File: config.mk
export PLATFORM = sky130hd
export DESIGN_NAME = stepper_out_hold_return_controller_flat
export DESIGN_NICKNAME = d
export VERILOG_FILES = /design/src/rtl/core/sohrc_pkg.sv /design/src/rtl/core/sohrc_in_if.sv /design/src/rtl/core/sohrc_out_if.sv /design/src/rtl/core/sohrc_cfg_if.sv /design/src/rtl/core/sohrc_cfg_regs.sv /design/src/rtl/core/sohrc_debounce.sv /design/src/rtl/core/sohrc_weight.sv /design/src/rtl/core/sohrc_motor.sv /design/src/rtl/core/stepper_out_hold_return_controller.sv /design/src/flat_wrapper.sv
export SDC_FILE = /design/constraint.sdc
export NUM_CORES = 1
export LEC_CHECK = 0
export ABC_CLOCK_PERIOD_IN_PS = 9180
export BUFFER_PORTS_ARGS = -buffer_cell sky130_fd_sc_hd__buf_2
export CAP_MARGIN = 5
export CORE_ASPECT_RATIO = 1.25
export CORE_MARGIN = 5
export CORE_UTILIZATION = 35
export DETAILED_ROUTE_END_ITERATION = 16
export GPL_ROUTABILITY_DRIVEN = 0
export MAX_ROUTING_LAYER = met4
export PLACE_DENSITY = 0.57
export SLEW_MARGIN = 10
export SYNTH_ARGS = -nofsm -noshare
export SYNTH_HDL_FRONTEND = slang
export SYNTH_SLANG_ARGS = --single-unit
File: constraint.sdc
create_clock -name i_clk -period 9.18 [get_ports i_clk]
set_input_delay 2.295 -clock i_clk [delete_from_list [all_inputs] [get_ports i_clk]]
set_output_delay 2.295 -clock i_clk [all_outputs]
set_load 0.05 [all_outputs]
File: src/rtl/core/sohrc_pkg.sv
`default_nettype none
package sohrc_pkg;

    // Widths fixed by the field definitions
    localparam int SAMPLE_BITS_DEF = 24;
    localparam int OFFSET_W        = 24;
    localparam int WEIGHT_W        = 25;
    localparam int CFG_IDX_W       = 3;
    localparam int CFG_DATA_W      = 25;

    // Weight saturation limits
    localparam logic signed [WEIGHT_W-1:0] WEIGHT_MAX = {1'b0, {(WEIGHT_W-1){1'b1}}};
    localparam logic signed [WEIGHT_W-1:0] WEIGHT_MIN = {1'b1, {(WEIGHT_W-1){1'b0}}};

    // Configuration register indexes
    localparam logic [CFG_IDX_W-1:0] CFG_DEBOUNCE = 3'd0;
    localparam logic [CFG_IDX_W-1:0] CFG_PERIOD   = 3'd1;
    localparam logic [CFG_IDX_W-1:0] CFG_STEPS    = 3'd2;
    localparam logic [CFG_IDX_W-1:0] CFG_HOLD     = 3'd3;
    localparam logic [CFG_IDX_W-1:0] CFG_TRIGGER  = 3'd4;
    localparam logic [CFG_IDX_W-1:0] CFG_REARM    = 3'd5;
    localparam logic [CFG_IDX_W-1:0] CFG_OFFSET   = 3'd6;

    // Configuration reset values
    localparam logic [7:0]                 RST_DEBOUNCE = 8'd30;
    localparam logic [7:0]                 RST_PERIOD   = 8'd3;
    localparam logic [15:0]                RST_STEPS    = 16'd1024;
    localparam logic [15:0]                RST_HOLD     = 16'd3000;
    localparam logic signed [WEIGHT_W-1:0] RST_TRIGGER  = 25'sd500;
    localparam logic signed [WEIGHT_W-1:0] RST_REARM    = 25'sd450;
    localparam logic signed [OFFSET_W-1:0] RST_OFFSET   = 24'sd0;

    // Motor sequencer state
    typedef enum logic [1:0] {
        MODE_IDLE = 2'd0,
        MODE_OUT  = 2'd1,
        MODE_HOLD = 2'd2,
        MODE_HOME = 2'd3
    } t_mode;

    // Configuration register set
    typedef struct packed {
        logic [7:0]                 debounce_ticks;
        logic [7:0]                 step_period;
        logic [15:0]                steps_per_move;
        logic [15:0]                hold_ticks;
        logic signed [WEIGHT_W-1:0] trigger_level;
        logic signed [WEIGHT_W-1:0] rearm_level;
        logic signed [OFFSET_W-1:0] weight_offset;
    } t_cfg;

endpackage
`default_nettype wire

File: src/rtl/core/sohrc_in_if.sv
`default_nettype none
interface sohrc_in_if #(
    parameter int SAMPLE_BITS = sohrc_pkg::SAMPLE_BITS_DEF
);
    logic                   valid;
    logic                   ready;
    logic                   button_raw;
    logic                   sample_valid;
    logic [SAMPLE_BITS-1:0] sample_counts;

    modport source (output valid, output button_raw, output sample_valid,
                    output sample_counts, input ready);
    modport sink   (input valid, input button_raw, input sample_valid,
                    input sample_counts, output ready);
endinterface
`default_nettype wire

File: src/rtl/core/sohrc_out_if.sv
`default_nettype none
interface sohrc_out_if;
    import sohrc_pkg::*;

    logic                       valid;
    logic                       ready;
    logic [3:0]                 coil_drive;
    logic [1:0]                 motor_state;
    logic [7:0]                 cycle_total;
    logic signed [WEIGHT_W-1:0] weight_now;
    logic                       button_stable;
    logic                       weight_armed;

    modport source (output valid, output coil_drive, output motor_state,
                    output cycle_total, output weight_now, output button_stable,
                    output weight_armed, input ready);
    modport sink   (input valid, input coil_drive, input motor_state,
                    input cycle_total, input weight_now, input button_stable,
                    input weight_armed, output ready);
endinterface
`default_nettype wire

File: src/rtl/core/sohrc_cfg_if.sv
`default_nettype none
interface sohrc_cfg_if;
    import sohrc_pkg::*;

    logic                  valid;
    logic                  ready;
    logic [CFG_IDX_W-1:0]  index;
    logic [CFG_DATA_W-1:0] data;

    modport source (output valid, output index, output data, input ready);
    modport sink   (input valid, input index, input data, output ready);
endinterface
`default_nettype wire

File: src/rtl/core/sohrc_cfg_regs.sv
`default_nettype none
module sohrc_cfg_regs (
    input  wire logic                             i_clk,
    input  wire logic                             i_rst_n,
    input  wire logic                             i_wr_en,
    input  wire logic [sohrc_pkg::CFG_IDX_W-1:0]  i_wr_index,
    input  wire logic [sohrc_pkg::CFG_DATA_W-1:0] i_wr_data,
    output sohrc_pkg::t_cfg                       o_cfg
);
    import sohrc_pkg::*;

    t_cfg r_cfg;

    // Register file, one write per transaction
    always_ff @(posedge i_clk) begin
        if (!i_rst_n) begin
            r_cfg.debounce_ticks <= RST_DEBOUNCE;
            r_cfg.step_period    <= RST_PERIOD;
            r_cfg.steps_per_move <= RST_STEPS;
            r_cfg.hold_ticks     <= RST_HOLD;
            r_cfg.trigger_level  <= RST_TRIGGER;
            r_cfg.rearm_level    <= RST_REARM;
            r_cfg.weight_offset  <= RST_OFFSET;
        end else if (i_wr_en) begin
            case (i_wr_index)
                CFG_DEBOUNCE: r_cfg.debounce_ticks <= i_wr_data[7:0];
                CFG_PERIOD:   r_cfg.step_period    <= i_wr_data[7:0];
                CFG_STEPS:    r_cfg.steps_per_move <= i_wr_data[15:0];
                CFG_HOLD:     r_cfg.hold_ticks     <= i_wr_data[15:0];
                CFG_TRIGGER:  r_cfg.trigger_level  <= $signed(i_wr_data[WEIGHT_W-1:0]);
                CFG_REARM:    r_cfg.rearm_level    <= $signed(i_wr_data[WEIGHT_W-1:0]);
                CFG_OFFSET:   r_cfg.weight_offset  <= $signed(i_wr_data[OFFSET_W-1:0]);
                default: begin
                end
            endcase
        end
    end

    assign o_cfg = r_cfg;
endmodule
`default_nettype wire

File: src/rtl/core/sohrc_debounce.sv
`default_nettype none
module sohrc_debounce (
    input  wire logic       i_clk,
    input  wire logic       i_rst_n,
    input  wire logic       i_en,
    input  wire logic       i_raw,
    input  wire logic [7:0] i_debounce_ticks,
    output logic            o_stable,
    output logic            o_press
);
    logic       r_stable;
    logic       r_last_raw;
    logic [7:0] r_age;
    logic       n_stable;
    logic       n_last_raw;
    logic [7:0] n_age;
    logic       w_follow;

    // Age of the current raw level, saturating
    always_comb begin
        n_last_raw = r_last_raw;
        n_age      = r_age;
        if (i_raw != r_last_raw) begin
            n_last_raw = i_raw;
            n_age      = '0;
        end else if (r_age != 8'hFF) begin
            n_age = r_age + 8'd1;
        end
    end

    // Stable level follows once the raw level is old enough
    assign w_follow = (i_raw != r_stable) && (n_age >= i_debounce_ticks);
    assign n_stable = w_follow ? i_raw : r_stable;
    assign o_press  = i_en && w_follow && i_raw;

    always_ff @(posedge i_clk) begin
        if (!i_rst_n) begin
            r_stable   <= 1'b0;
            r_last_raw <= 1'b0;
            r_age      <= '0;
        end else if (i_en) begin
            r_stable   <= n_stable;
            r_last_raw <= n_last_raw;
            r_age      <= n_age;
        end
    end

    assign o_stable = r_stable;
endmodule
`default_nettype wire

File: src/rtl/core/sohrc_weight.sv
`default_nettype none
module sohrc_weight (
    input  wire logic                                  i_clk,
    input  wire logic                                  i_rst_n,
    input  wire logic                                  i_en,
    input  wire logic                                  i_sample_valid,
    input  wire logic signed [sohrc_pkg::WEIGHT_W-1:0] i_weight,
    input  wire logic                                  i_can_start,
    input  wire logic signed [sohrc_pkg::WEIGHT_W-1:0] i_trigger_level,
    input  wire logic signed [sohrc_pkg::WEIGHT_W-1:0] i_rearm_level,
    output logic                                       o_start,
    output logic signed [sohrc_pkg::WEIGHT_W-1:0]      o_weight,
    output logic                                       o_armed
);
    import sohrc_pkg::*;

    logic signed [WEIGHT_W-1:0] r_weight;
    logic                       r_armed;
    logic                       w_armed_mid;
    logic                       w_fire;

    // Hysteresis: rearm at low weight, fire at high weight if idle
    assign w_armed_mid = r_armed || (i_weight <= i_rearm_level);
    assign w_fire      = i_sample_valid && w_armed_mid && (i_weight >= i_trigger_level)
                         && i_can_start;
    assign o_start     = i_en && w_fire;

    always_ff @(posedge i_clk) begin
        if (!i_rst_n) begin
            r_weight <= '0;
            r_armed  <= 1'b1;
        end else if (i_en && i_sample_valid) begin
            r_weight <= i_weight;
            r_armed  <= w_armed_mid && !w_fire;
        end
    end

    assign o_weight = r_weight;
    assign o_armed  = r_armed;
endmodule
`default_nettype wire

File: src/rtl/core/sohrc_motor.sv
`default_nettype none
module sohrc_motor (
    input  wire logic            i_clk,
    input  wire logic            i_rst_n,
    input  wire logic            i_en,
    input  wire logic            i_start,
    input  wire sohrc_pkg::t_cfg i_cfg,
    output logic [3:0]           o_coils,
    output sohrc_pkg::t_mode     o_mode,
    output logic [7:0]           o_cycles
);
    import sohrc_pkg::*;

    t_mode       r_mode,   n_mode;
    logic [1:0]  r_phase,  n_phase;
    logic [3:0]  r_coils,  n_coils;
    logic [15:0] r_steps,  n_steps;
    logic [7:0]  r_wait,   n_wait;
    logic [15:0] r_hold,   n_hold;
    logic [7:0]  r_cycles, n_cycles;

    // One tick of the sequencer: optional start, then service
    always_comb begin
        n_mode   = r_mode;
        n_phase  = r_phase;
        n_coils  = r_coils;
        n_steps  = r_steps;
        n_wait   = r_wait;
        n_hold   = r_hold;
        n_cycles = r_cycles;

        if (i_start && r_mode == MODE_IDLE) begin
            n_mode   = MODE_OUT;
            n_steps  = i_cfg.steps_per_move;
            n_wait   = '0;
            n_cycles = r_cycles + 8'd1;
        end

        case (n_mode)
            MODE_HOLD: begin
                if (n_hold != '0) begin
                    n_hold = n_hold - 16'd1;
                end
                if (n_hold == '0) begin
                    n_mode  = MODE_HOME;
                    n_steps = i_cfg.steps_per_move;
                    n_wait  = '0;
                end
            end
            MODE_OUT, MODE_HOME: begin
                if (n_wait != '0) begin
                    n_wait = n_wait - 8'd1;
                end
                if (n_wait == '0) begin
                    n_wait  = i_cfg.step_period;
                    n_phase = (n_mode == MODE_OUT) ? n_phase + 2'd1 : n_phase - 2'd1;
                    n_coils = 4'b0001 << n_phase;
                    if (n_steps != '0) begin
                        n_steps = n_steps - 16'd1;
                    end
                    if (n_steps == '0) begin
                        if (n_mode == MODE_OUT) begin
                            n_mode = MODE_HOLD;
                            n_hold = i_cfg.hold_ticks;
                        end else begin
                            n_mode  = MODE_IDLE;
                            n_coils = '0;
                        end
                    end
                end
            end
            default: begin
            end
        endcase
    end

    always_ff @(posedge i_clk) begin
        if (!i_rst_n) begin
            r_mode   <= MODE_IDLE;
            r_phase  <= '0;
            r_coils  <= '0;
            r_steps  <= '0;
            r_wait   <= '0;
            r_hold   <= '0;
            r_cycles <= '0;
        end else if (i_en) begin
            r_mode   <= n_mode;
            r_phase  <= n_phase;
            r_coils  <= n_coils;
            r_steps  <= n_steps;
            r_wait   <= n_wait;
            r_hold   <= n_hold;
            r_cycles <= n_cycles;
        end
    end

    assign o_coils  = r_coils;
    assign o_mode   = r_mode;
    assign o_cycles = r_cycles;
endmodule
`default_nettype wire

File: src/rtl/core/stepper_out_hold_return_controller.sv
// Stepper out-hold-return controller.
// i_in carries one millisecond tick per transaction: raw button level and an
// optional signed load-cell sample. o_out returns one status transaction per
// tick: coil enables, motor state, cycle count, weight, debounced button and
// the weight-trigger armed flag, all taken after that tick's update.
// i_cfg writes one register per transaction (index, data); it is always ready
// and must only be used while no tick is in flight.
// Throughput: one tick per clock while o_out is not stalled. A tick passes an
// input register that also forms the tare-corrected, saturated weight, then the
// state registers, which double as the result register.
// When o_out stalls the state holds and the input register keeps one tick;
// i_in drops ready only while both stages are full.
// Reset (synchronous, active low) restores the register defaults, idles the
// motor with coils off, clears counters and arms the weight trigger.
`default_nettype none
module stepper_out_hold_return_controller #(
    parameter int SAMPLE_BITS = sohrc_pkg::SAMPLE_BITS_DEF
) (
    input  wire logic  i_clk,
    input  wire logic  i_rst_n,
    sohrc_in_if.sink   i_in,
    sohrc_out_if.source o_out,
    sohrc_cfg_if.sink  i_cfg
);
    import sohrc_pkg::*;

    localparam int DIFF_W = ((SAMPLE_BITS > OFFSET_W) ? SAMPLE_BITS : OFFSET_W) + 1;
    localparam logic signed [DIFF_W-1:0] DIFF_MAX = DIFF_W'(WEIGHT_MAX);
    localparam logic signed [DIFF_W-1:0] DIFF_MIN = DIFF_W'(WEIGHT_MIN);

    t_cfg                       w_cfg;
    logic                       r_s1_valid;
    logic                       r_s1_button;
    logic                       r_s1_sample_valid;
    logic signed [WEIGHT_W-1:0] r_s1_weight;
    logic                       r_out_valid;
    logic                       w_en;
    logic                       w_in_take;
    logic signed [DIFF_W-1:0]   w_diff;
    logic signed [WEIGHT_W-1:0] w_weight;
    logic                       w_press;
    logic                       w_wt_start;
    logic                       w_stable;
    logic signed [WEIGHT_W-1:0] w_weight_now;
    logic                       w_armed;
    logic [3:0]                 w_coils;
    t_mode                      w_mode;
    logic [7:0]                 w_cycles;

    // Configuration registers
    assign i_cfg.ready = 1'b1;

    sohrc_cfg_regs u_cfg (
        .i_clk      (i_clk),
        .i_rst_n    (i_rst_n),
        .i_wr_en    (i_cfg.valid),
        .i_wr_index (i_cfg.index),
        .i_wr_data  (i_cfg.data),
        .o_cfg      (w_cfg)
    );

    // Handshake: stage 1 advances when the result slot is free or drained
    assign w_en       = r_s1_valid && (!r_out_valid || o_out.ready);
    assign i_in.ready = !r_s1_valid || w_en;
    assign w_in_take  = i_in.valid && i_in.ready;

    // Tare-corrected weight, saturated to the result range
    always_comb begin
        w_diff = DIFF_W'($signed(i_in.sample_counts)) - DIFF_W'(w_cfg.weight_offset);
        if (w_diff > DIFF_MAX) begin
            w_weight = WEIGHT_MAX;
        end else if (w_diff < DIFF_MIN) begin
            w_weight = WEIGHT_MIN;
        end else begin
            w_weight = w_diff[WEIGHT_W-1:0];
        end
    end

    // Input register
    always_ff @(posedge i_clk) begin
        if (!i_rst_n) begin
            r_s1_valid <= 1'b0;
        end else if (i_in.ready) begin
            r_s1_valid <= i_in.valid;
        end
        if (w_in_take) begin
            r_s1_button       <= i_in.button_raw;
            r_s1_sample_valid <= i_in.sample_valid;
            r_s1_weight       <= w_weight;
        end
    end

    // Result valid
    always_ff @(posedge i_clk) begin
        if (!i_rst_n) begin
            r_out_valid <= 1'b0;
        end else if (w_en) begin
            r_out_valid <= 1'b1;
        end else if (o_out.ready) begin
            r_out_valid <= 1'b0;
        end
    end

    sohrc_debounce u_debounce (
        .i_clk            (i_clk),
        .i_rst_n          (i_rst_n),
        .i_en             (w_en),
        .i_raw            (r_s1_button),
        .i_debounce_ticks (w_cfg.debounce_ticks),
        .o_stable         (w_stable),
        .o_press          (w_press)
    );

    // A button start this tick makes the block busy for the weight check
    sohrc_weight u_weight (
        .i_clk           (i_clk),
        .i_rst_n         (i_rst_n),
        .i_en            (w_en),
        .i_sample_valid  (r_s1_sample_valid),
        .i_weight        (r_s1_weight),
        .i_can_start     ((w_mode == MODE_IDLE) && !w_press),
        .i_trigger_level (w_cfg.trigger_level),
        .i_rearm_level   (w_cfg.rearm_level),
        .o_start         (w_wt_start),
        .o_weight        (w_weight_now),
        .o_armed         (w_armed)
    );

    sohrc_motor u_motor (
        .i_clk    (i_clk),
        .i_rst_n  (i_rst_n),
        .i_en     (w_en),
        .i_start  (w_press || w_wt_start),
        .i_cfg    (w_cfg),
        .o_coils  (w_coils),
        .o_mode   (w_mode),
        .o_cycles (w_cycles)
    );

    // Result payload straight from the state registers
    assign o_out.valid         = r_out_valid;
    assign o_out.coil_drive    = w_coils;
    assign o_out.motor_state   = w_mode;
    assign o_out.cycle_total   = w_cycles;
    assign o_out.weight_now    = w_weight_now;
    assign o_out.button_stable = w_stable;
    assign o_out.weight_armed  = w_armed;

    // Coils are off whenever the motor is idle
    a_idle_coils_off: assert property (@(posedge i_clk) disable iff (!i_rst_n)
        (w_mode == MODE_IDLE) |-> (w_coils == 4'd0))
        else $error("coils energized while idle");

    // State never moves without a processed tick
    a_state_hold: assert property (@(posedge i_clk) disable iff (!i_rst_n)
        !w_en |=> ($stable(w_cycles) && $stable(w_mode) && $stable(w_armed)))
        else $error("state changed without a tick");

    // Leaving idle always counts a new cycle
    a_start_counts: assert property (@(posedge i_clk) disable iff (!i_rst_n)
        (w_mode == MODE_IDLE) ##1 (w_mode != MODE_IDLE)
        |-> (w_cycles == 8'($past(w_cycles) + 8'd1)))
        else $error("cycle started without count");

    // Both stages full and stalled: input must not be accepted
    a_full_stall: assert property (@(posedge i_clk) disable iff (!i_rst_n)
        (r_s1_valid && r_out_valid && !o_out.ready) |-> !i_in.ready)
        else $error("input accepted while pipeline full");
endmodule
`default_nettype wire

File: src/flat_wrapper.sv
// flat-port wrapper written by rule: the top's interface ports become plain ports
module stepper_out_hold_return_controller_flat import sohrc_pkg::*;
#(
    parameter int SAMPLE_BITS = sohrc_pkg::SAMPLE_BITS_DEF
)
  (i_clk, i_rst_n, i_in_valid, i_in_button_raw, i_in_sample_valid, i_in_sample_counts, i_in_ready, o_out_valid, o_out_coil_drive, o_out_motor_state, o_out_cycle_total, o_out_weight_now, o_out_button_stable, o_out_weight_armed, o_out_ready, i_cfg_valid, i_cfg_index, i_cfg_data, i_cfg_ready);
  sohrc_in_if #(.SAMPLE_BITS(SAMPLE_BITS)) i_in_i ();
  sohrc_out_if o_out_i ();
  sohrc_cfg_if i_cfg_i ();
  input  wire logic i_clk;
  input  wire logic i_rst_n;
  input wire logic [$bits(i_in_i.valid)-1:0] i_in_valid;
  input wire logic [$bits(i_in_i.button_raw)-1:0] i_in_button_raw;
  input wire logic [$bits(i_in_i.sample_valid)-1:0] i_in_sample_valid;
  input wire logic [$bits(i_in_i.sample_counts)-1:0] i_in_sample_counts;
  output wire logic [$bits(i_in_i.ready)-1:0] i_in_ready;
  output wire logic [$bits(o_out_i.valid)-1:0] o_out_valid;
  output wire logic [$bits(o_out_i.coil_drive)-1:0] o_out_coil_drive;
  output wire logic [$bits(o_out_i.motor_state)-1:0] o_out_motor_state;
  output wire logic [$bits(o_out_i.cycle_total)-1:0] o_out_cycle_total;
  output wire logic [$bits(o_out_i.weight_now)-1:0] o_out_weight_now;
  output wire logic [$bits(o_out_i.button_stable)-1:0] o_out_button_stable;
  output wire logic [$bits(o_out_i.weight_armed)-1:0] o_out_weight_armed;
  input wire logic [$bits(o_out_i.ready)-1:0] o_out_ready;
  input wire logic [$bits(i_cfg_i.valid)-1:0] i_cfg_valid;
  input wire logic [$bits(i_cfg_i.index)-1:0] i_cfg_index;
  input wire logic [$bits(i_cfg_i.data)-1:0] i_cfg_data;
  output wire logic [$bits(i_cfg_i.ready)-1:0] i_cfg_ready;
  assign i_in_i.valid = i_in_valid;
  assign i_in_i.button_raw = i_in_button_raw;
  assign i_in_i.sample_valid = i_in_sample_valid;
  assign i_in_i.sample_counts = i_in_sample_counts;
  assign i_in_ready = i_in_i.ready;
  assign o_out_valid = o_out_i.valid;
  assign o_out_coil_drive = o_out_i.coil_drive;
  assign o_out_motor_state = o_out_i.motor_state;
  assign o_out_cycle_total = o_out_i.cycle_total;
  assign o_out_weight_now = o_out_i.weight_now;
  assign o_out_button_stable = o_out_i.button_stable;
  assign o_out_weight_armed = o_out_i.weight_armed;
  assign o_out_i.ready = o_out_ready;
  assign i_cfg_i.valid = i_cfg_valid;
  assign i_cfg_i.index = i_cfg_index;
  assign i_cfg_i.data = i_cfg_data;
  assign i_cfg_ready = i_cfg_i.ready;
  stepper_out_hold_return_controller #(.SAMPLE_BITS(SAMPLE_BITS)) u_core (.i_clk(i_clk), .i_rst_n(i_rst_n), .i_in(i_in_i), .o_out(o_out_i), .i_cfg(i_cfg_i));
endmodule
# Word level (Yosys, flattened, before mapping)
# Index checks and enable logic that the tools add are counted.
# totals
register_bits,243
elab_cells,130
romBits,0
latch_bits,0
output_inout_bits,44
in_bits,59
ram_bits,0
mem_count,0
# op_classes
n_reduce_logical,44
n_lt_le_gt_ge,5
n_mul,0
add_sub_neg,8
n_eq_ne,15
muxes,33
shift,1
n_div,0
n_bitwise,0
# op_table
op,count
$mux W16,11
$pmux W16 S2,2
$mux W8,7
$logic_not A16 Y1,2
$reduce_bool A16 Y1,2
$sub A16 B1 Y16 const B,2
$ge A25 B25 Y1,1
$gt A25 B25 Y1 const B,1
$le A25 B25 Y1,1
$lt A25 B25 Y1 const B,1
$mux W25,1
$sub A24 B24 Y25,1
$reduce_and A2 Y1,10
$add A8 B1 Y8 const B,2
$pmux W8 S2,1
$logic_and A1 B1 Y1,13
$mux W2,6
$eq A3 B3 Y1 const B,3
$ge A8 B8 Y1,1
$logic_not A8 Y1,1
$mux W4,2
$ne A8 B8 Y1 const B,1
$reduce_bool A8 Y1,1
$sub A8 B1 Y8 const B,1
other kinds (19),32

# Depth between registers and ports, before layout
# Gate-level depths: netlist of run 1.
# logic_depth
word_depth,24
mapped_depth,33
depth_no_buf,27

# Modules after synthesis
# A second synthesis of run 1 with hierarchy kept.
# unflattened
cells_unflattened,1747
area_unflattened_um2,14717.9
# by_module_without_submodules
module,n_inst,seq_area_each_um2,area_each_um2,cells_each
sohrc_motor,1,1121.1,4648.2,628
sohrc_cfg_regs,1,2442.3,4609.4,444
stepper_out_hold_return_controller,1,850.8,2351.0,263
sohrc_weight,1,520.5,2258.4,300
sohrc_debounce,1,200.2,850.8,112

# Least setup slack after synthesis of run 1
# No wires, ideal clock.
# synth_path
path_kind,input port to flip-flop
startpoint,input port o_out_ready
endpoint,register u_core.u_motor.r_steps[11]
t_arrival_ns,6.978
stages,20
path_buffers,7
setup_time_ns,0.120
required_ns,9.060
slack_ns,2.082
path_cell_list,nor2b_1 nand2b_1 clkbuf_1 a41oi_4 a21oi_1 clkbuf_1 clkbuf_1 buf_1 clkbuf_1 nand2_1 ha_1 or3b_2 mux2i_1 or4_1 buf_2 or3_1 buf_4 or4_1 nand3_1 a21oi_1
# synth_between
elab_chain_len,17
elab_cells_between_ends,30
cone_classes,add/sub: 2; eq/ne: 3; mux: 11; reduce/logical: 14
# synth_lines
item,line,rtl
start: declaration,flat_wrapper.sv:24,input wire logic [$bits(o_out_i.ready)-1:0] o_out_ready;
$logic_or A1 B1 Y1 (*),stepper_out_hold_return_controller.sv:63,assign w_en = r_s1_valid && (!r_out_valid || o_out.ready);
$logic_and A1 B1 Y1 (*),stepper_out_hold_return_controller.sv:63,
$logic_and A1 B1 Y1 (2 in series),sohrc_debounce.sv:34,assign o_press = i_en && w_follow && i_raw;
$logic_not A1 Y1,stepper_out_hold_return_controller.sv:121,".i_can_start ((w_mode == MODE_IDLE) && !w_press),"
$logic_and A1 B1 Y1,stepper_out_hold_return_controller.sv:121,
$logic_and A1 B1 Y1,sohrc_weight.sv:25,&& i_can_start;
$logic_and A1 B1 Y1,sohrc_weight.sv:26,assign o_start = i_en && w_fire;
$logic_or A1 B1 Y1,stepper_out_hold_return_controller.sv:133,".i_start (w_press || w_wt_start),"
$logic_and A1 B1 Y1,sohrc_motor.sv:32,if (i_start && r_mode == MODE_IDLE) begin
$mux W16 / $mux W8 (equally long branches),sohrc_motor.sv:32,
$sub A16 B1 Y16 (tied with other cells),sohrc_motor.sv:59,n_steps = n_steps - 16'd1;
$mux W16 / $mux W8 (equally long branches),"sohrc_motor.sv:58, sohrc_motor.sv:51",
$mux W16 / $mux W8 (equally long branches),"sohrc_motor.sv:54, sohrc_motor.sv:39",
$mux W16 / $logic_not A8 Y1 (equally long branches),"sohrc_motor.sv:39, sohrc_motor.sv:54",
$mux W16,sohrc_motor.sv:54,if (n_wait == '0) begin
$pmux W16 S2,sohrc_motor.sv:39,case (n_mode)
end signal: assignment,sohrc_motor.sv:90,r_steps <= n_steps;
end: declaration,sohrc_motor.sv:17,"logic [15:0] r_steps, n_steps;"
# Mark *: on every way between the ends. The rest lies on a longest branch, timed or not. The select of a mux whose other input is x is not followed.
# A chain may end at the register's enable or synchronous reset.

# Final worst setup path of run 1
# layout_path
startpoint,register u_core.u_debounce.r_age[0]
endpoint,register u_core.u_motor.r_hold[2]
# layout_between
elab_chain_len,21
elab_cells_between_ends,38
cone_classes,add/sub: 3; order compare: 1; eq/ne: 7; mux: 11; reduce/logical: 16
# layout_lines
item,line,rtl
start: declaration,sohrc_debounce.sv:13,logic [7:0] r_age;
start signal: assignment,sohrc_debounce.sv:44,r_age <= n_age;
$add A8 B1 Y8 / $ne A8 B8 Y1 (equally long branches),"sohrc_debounce.sv:27, sohrc_debounce.sv:26",
$mux W8 (*),sohrc_debounce.sv:26,end else if (r_age != 8'hFF) begin
$mux W8 (*),sohrc_debounce.sv:23,if (i_raw != r_last_raw) begin
named net u_core.u_debounce.n_age[5],sohrc_debounce.sv:16,logic [7:0] n_age;
$ge A8 B8 Y1 (*),sohrc_debounce.sv:32,assign w_follow = (i_raw != r_stable) && (n_age >= i_debounce_ticks);
$logic_and A1 B1 Y1 (*),sohrc_debounce.sv:32,
$logic_and A1 B1 Y1 (*) (2 in series),sohrc_debounce.sv:34,
$logic_not A1 Y1,stepper_out_hold_return_controller.sv:121,
[5 not listed],--,
$mux W16,sohrc_motor.sv:32,
$sub A16 B1 Y16 / $reduce_bool A16 Y1 (equally long branches),"sohrc_motor.sv:59, sohrc_motor.sv:58",
$mux W16,sohrc_motor.sv:58,if (n_steps != '0) begin
$mux W16,sohrc_motor.sv:54,
$mux W16,sohrc_motor.sv:39,
$logic_not A16 Y1,sohrc_motor.sv:61,if (n_steps == '0) begin
$ne A2 B2 Y1 (no line),--,
$reduce_and A5 Y1 (no line),--,
end signal: assignment,sohrc_motor.sv:92,r_hold <= n_hold;
end: declaration,sohrc_motor.sv:19,"logic [15:0] r_hold, n_hold;"
# The timed path passes the listed nets; every way through them passes the cells marked *. The select of a mux whose other input is x is not followed.

==> impl_metrics.toml, run 1 <==
[status]
status = "complete, no violations"

[global_routing]
track_usage_pct = 19.3
grt_pass1_wl_um = 67500
grt_max_degree = 89
grt.overflow.total = 0
grt_pass1_vias = 12538
antenna_found_initial = 4

[final_layout]
design_area_mm2 = 0.0158
drive_gt1_share_pct = 10.7
final_nets = 1992
synthToLayoutAreaGrowth_pct = 13.4
stdcell_count = 2363

[place]
port_buffers = 101
place_inst = 2307
placed_cell_area_mm2 = 0.0148
post-dp-hpwl_um = 30300

[critical_path]
cp-start-kind = "flop"
rr_startpoint = "u_core.u_debounce.r_age[0]"
cp_num_buf_inv = 2
critPathMaxFanout = 47
end_kind = "flop"
arrival_ns = 7.60
cpMaxStageDelayCell = "o21ai_1"
critical_path_required_ns = 9.57
r2r_end = "u_core.u_motor.r_hold[2]"
critPathKind = "reg2reg"
critPathTopFamily = "compound AO/OA/AOI/OAI gates"
cpMostUsedCell = "nand2_1"
cpPeakStageDelay_ns = 0.76
r2r_setup_slack_ns = 1.97
ff2ff_path_depth = 27

[yosys]
synth_top_area_share_pct = 31.1
synth-seq-cells = 243
ys_warn_count = 0
syn_nets = 1938
synth_most_common_cell = "nand2_1"
synth_top_area_cell = "dfxtp_1"
syn_area_per_cell_um2 = 7.80
synth_common_cells = "nand2_1, dfxtp_1, a21oi_1"
synth-main-ff-cell = "dfxtp_1"
yosysSeqAreaShare_pct = 36.9
async_reset_ff_share_pct = 0
syn_inst = 1785
synth_edf_count = 27
synthTopCellsByArea = "dfxtp_1, nand2_1, ha_1"
syn-cell-area_mm2 = 0.0139
ys_types = 77

[floorplanning]
die_area_mm2 = 0.0439
fp.dieW_um = 188
start_util_pct = 35.5
dieHeight_um = 233
rows = 81
core_region_area_mm2 = 0.0392
ios = 103

[sta]
maxSlewViolCount = 0
max_freq_mhz = 139
worst_pin_slew_ns = 1.08
finalCriticalPeriod_ns = 7.21
max-slew-margin-rel_pct = 27.6
whs_ns = 0.450
fin_crit_sh_pct = 78.5
rsz0062_at_grt = "no"
fin_skew_ns = 0.0119
setup_viol = 0
final_hold_viol_count = 0
tns_ns = 0

[job]
drv_cap = 0

[clock_network]
insertion_delay_ns = 0.55
clkSlewWorstSetupHoldPaths_ns = 0.06
cts_buffers = 28
cts_resized = 0
cts_tree = "built"
post_cts_buffers = 0
h-tree-depth = 1
cts_hold_buf = 0
root_buffer = "clkbuf_16"
cts_sinks = 243
clockBufferDepth = 3

[hold_path]
hold_end = "u_core.u_motor.o_coils[0]"
hold-path-cell-count = 2
hold_class = "reg2reg"
min_from = "u_core.u_motor.o_coils[0]"

[power_and_ir_drop]
vdd_drop_max_v = 0.000129
leakagePower_nw = 6.02
power_density_mw_per_mm2 = 190

[route]
drcViolationCount = 0
drt_wl_total_um = 42200
first_pass_iters = 6
ant_nets = 0
num_vias = 12872
first_iter_violations = 875
wl_per_cell_um = 17.9
vias_per_cell = 5.45
-- sequential cells by signal, summed over array words and instances (netlist names) --
signal	cells
u_core.r_s1_button	1
u_core.u_weight.o_armed	1
u_core.r_s1_weight	25
u_core.u_cfg.o_cfg	122
u_core.u_motor.r_phase	2
u_core.u_motor.r_steps	16
u_core.u_debounce.o_stable	1
u_core.u_motor.r_hold	16
u_core.r_s1_valid	1
u_core.u_motor.r_wait	8
u_core.u_motor.o_mode	2
u_core.u_debounce.r_age	8
u_core.r_s1_sample_valid	1
u_core.u_weight.o_weight	25
u_core.u_motor.o_coils	4
u_core.u_debounce.r_last_raw	1
u_core.u_motor.o_cycles	8
u_core.o_out.valid	1
-- routing by layer --
metal	track usage (%)	wire length, um	up-vias	part of all wire, %
li1	-	-	6369	-
met1	23.0	17800	6038	42
met2	33.8	20600	373	49
met3	2.34	2340	92	5.5
met4	6.49	1370	0	3.3
met5	-	0	-	0
-- stage by stage --
step	utilization, %	total power, mW	worst slack, ns
after global placement	37.8	1.86	1.93
after detailed placement	37.8	1.87	1.80
final	40.3	3.00	1.97
after floorplan	-	1.69	2.08
after CTS	40.2	3.02	2.03
after global routing	40.3	3.15	1.40
-- cells by family (layout without fill, tap and decap cells) --
kind of cell | Yosys count | after routing | synth area share [%]
AOI/OAI and AO/OA | 444 | 444 | 20.1
other | 1 | 5 | 0.0269
xor gates and xnor gates | 51 | 51 | 3.21
muxes | 28 | 28 | 2.08
and+or+nand+nor | 725 | 725 | 23.7
DFF | 243 | 243 | 36.9
buffers and inverters | 199 | 275 | 5.56
adders and majority gates | 94 | 94 | 8.50
-- power by group --
group,switching [mW],total [mW],internal [mW],leakage (nW)
Sequential,0.0425,1.16,1.12,2.01
Clock,0.463,1.14,0.679,0.477
Combinational,0.443,0.695,0.252,3.53
Total,0.948,3.00,2.05,6.02
-- worst max-delay path by stage --
stage / from / to / slack, ns / depth (start not counted)
CTS: u_core.u_debounce.r_age[0] / u_core.u_motor.r_hold[2] / 2.03 / 27
detailed placement: o_out_ready / u_core.u_motor.r_hold[2] / 1.80 / 21
global placement: o_out_ready / u_core.u_motor.r_hold[7] / 1.93 / 20
global route: u_core.u_debounce.r_age[0] / u_core.u_motor.r_hold[2] / 1.40 / 27
floorplan: o_out_ready / u_core.u_motor.r_steps[11] / 2.08 / 20
finish: u_core.u_debounce.r_age[0] / u_core.u_motor.r_hold[2] / 1.97 / 27
-- cells in the final DEF (no fill, tap or decap), types with 29 or more instances in the layout --
cell type	synthesis	final
nand2_1	397	397
dfxtp_1	216	216
a21oi_1	212	211
inv_1	103	102
buf_2	9	101
ha_1	93	93
nor2_1	92	91
nand3_1	48	48
o21ai_0	45	45
xnor2_1	31	31
nor3_1	31	29
clkbuf_16	0	29
-- tightest hold or removal path, stage by stage, from the launching register on --
cell	delay, ns
dfxtp_1	0.31
nand2_1	0.05
a21oi_1	0.05
-- area by class of cell --
cell class	count	area [um2]
Fill cell	3992	23400
Multi-Input combinational cell	1343	8030
Sequential cell	243	5130
Clock buffer	41	861
Timing Repair Buffer	120	648
Tap cell	498	623
Inverter	103	389
Clock inverter	11	95.1
Antenna cell	4	10.0
Note: power is estimated with default switching activity, not from simulation.
==> run 2, diff against run 1 <==
ABC_CLOCK_PERIOD_IN_PS = 7100   (was 9180)
clock period = 7.1 ns   (was 9.18 ns; I/O delays follow)
==> impl_metrics.toml, run 2 (synthesis gave the netlist of run 1 again) <==
[status]
status = "complete, no violations"

[final_layout]
design_area_mm2 = 0.0158
final_nets = 1995
final_cell_mix = "nand2_1, dfxtp_1, a21oi_1"
synthToLayoutAreaGrowth_pct = 13.5
largest_reg_flops = 122
fillers = 4001
layout_commonest_cell = "nand2_1"
multi_input_area_mm2 = 0.00803
register_area_mm2 = 0.00513
stdcell_count = 2365
drive_gt1_share_pct = 10.7
postLayoutCoreUtil_pct = 40.3

[clock_network]
cts_tree = "built"
clkSlewWorstSetupHoldPaths_ns = 0.06
root_buffer = "clkbuf_16"
cts_sinks = 243
cts_hold_buf = 0
h-tree-depth = 1
cts_buffers = 27
insertion_delay_ns = 0.54
clockBufferDepth = 3

[critical_path]
r2r_setup_slack_ns = 0.53
ff2ff_path_depth = 26
cpPeakStageDelay_ns = 0.82
cpMaxStageDelayCell = "a21oi_1"
critPathMaxFanout = 13
critical_path_required_ns = 7.48
critPathKind = "reg2reg"
r2r_end = "u_core.u_motor.r_hold[5]"
rr_startpoint = "u_core.u_debounce.r_age[0]"
cp-start-kind = "flop"
end_kind = "flop"
arrival_ns = 6.96

[sta]
fin_skew_ns = 0.0124
fin_crit_sh_pct = 92.6
rsz0062_at_grt = "no"
max_freq_mhz = 152
max-slew-margin-rel_pct = 23.4
whs_ns = 0.448
setup_viol = 0
worst_pin_slew_ns = 1.15
maxSlewViolCount = 0
setup_slack_ns = 0.528
finalCriticalPeriod_ns = 6.57
tns_ns = 0
final_hold_viol_count = 0

[route]
ant_nets = 0
num_vias = 12915
first_iter_violations = 896
wl_per_cell_um = 18.0
drt_wl_total_um = 42600
vias_per_cell = 5.46
first_pass_iters = 7
drcViolationCount = 0

[hold_path]
hold-path-cell-count = 2
min_from = "u_core.u_motor.o_coils[3]"
hold_end = "u_core.u_motor.o_coils[3]"
hold_class = "reg2reg"

[floorplanning]
dieHeight_um = 233
die_area_mm2 = 0.0439
start_util_pct = 35.5
fp.dieW_um = 188
ios = 103
core_region_area_mm2 = 0.0392
rows = 81

[global_routing]
grt_max_degree = 94
grt_pass1_wl_um = 68100
grt_pass1_vias = 12696
antenna_found_initial = 5
grt.overflow.total = 0
track_usage_pct = 19.5

[place]
port_buffers = 101
placed_cell_area_mm2 = 0.0149
pre_cts_ws_ns = 0.571
place_inst = 2311
post-dp-hpwl_um = 30500

[power_and_ir_drop]
p_total_mw = 3.87
leakagePower_nw = 6.02
power_density_mw_per_mm2 = 245
vdd_drop_max_v = 0.000155

[job]
drv_cap = 0
run 2: worst max path at each step:
stage | slack [ns] | end | from
finish | 0.53 | u_core.u_motor.r_hold[5] | u_core.u_debounce.r_age[0]
global route | 0.02 | u_core.u_motor.r_hold[5] | u_core.u_debounce.r_age[0]
CTS | 0.53 | u_core.u_motor.r_hold[5] | u_core.u_debounce.r_age[0]
detailed placement | 0.57 | u_core.u_motor.r_hold[5] | u_core.u_debounce.r_age[0]
global placement | 0.70 | u_core.u_motor.r_hold[7] | u_core.u_debounce.r_age[0]
floorplan | 0.41 | u_core.u_motor.r_steps[11] | u_core.u_debounce.r_age[0]
run 2: report_power, final:
| group | total [mW] | switching, mW | internal [mW] |
|---|---|---|---|
| clock | 1.45 | 0.580 | 0.868 |
| combinational | 0.917 | 0.582 | 0.336 |
| sequential | 1.50 | 0.0561 | 1.45 |
run 2: area by class of cell:
cell class | count | share of cell area (%)
Multi-Input combinational cell | 1343 | 50.9
Sequential cell | 243 | 32.5
Clock buffer | 40 | 5.17
Timing Repair Buffer | 124 | 4.29
Tap cell | 498 | 3.95
Inverter | 103 | 2.46
Clock inverter | 9 | 0.642
Antenna cell | 5 | 0.0792
run 2: routing by layer:
metal	up-vias	track usage, %	wire [um]
met5	-	-	0
met4	0	6.92	1350
met3	82	2.55	2110
met2	394	34.3	21100
met1	6056	23.0	18000
li1	6383	-	-
run 2: critical path: cells and delay by family, from the launching register on:
family	cells	cell delay (ns)
flip-flops	1	0.35
AO/OA/AOI/OAI	11	3.48
adder cells (fa/ha/maj)	3	0.72
buffers and inverters	2	0.31
AND/OR/NAND/NOR	10	1.55
run 2: repair_timing:
action	in CTS	in global routing
buffers inserted	0	0
resized for setup	0	1
endpoints found under the setup margin	0	14
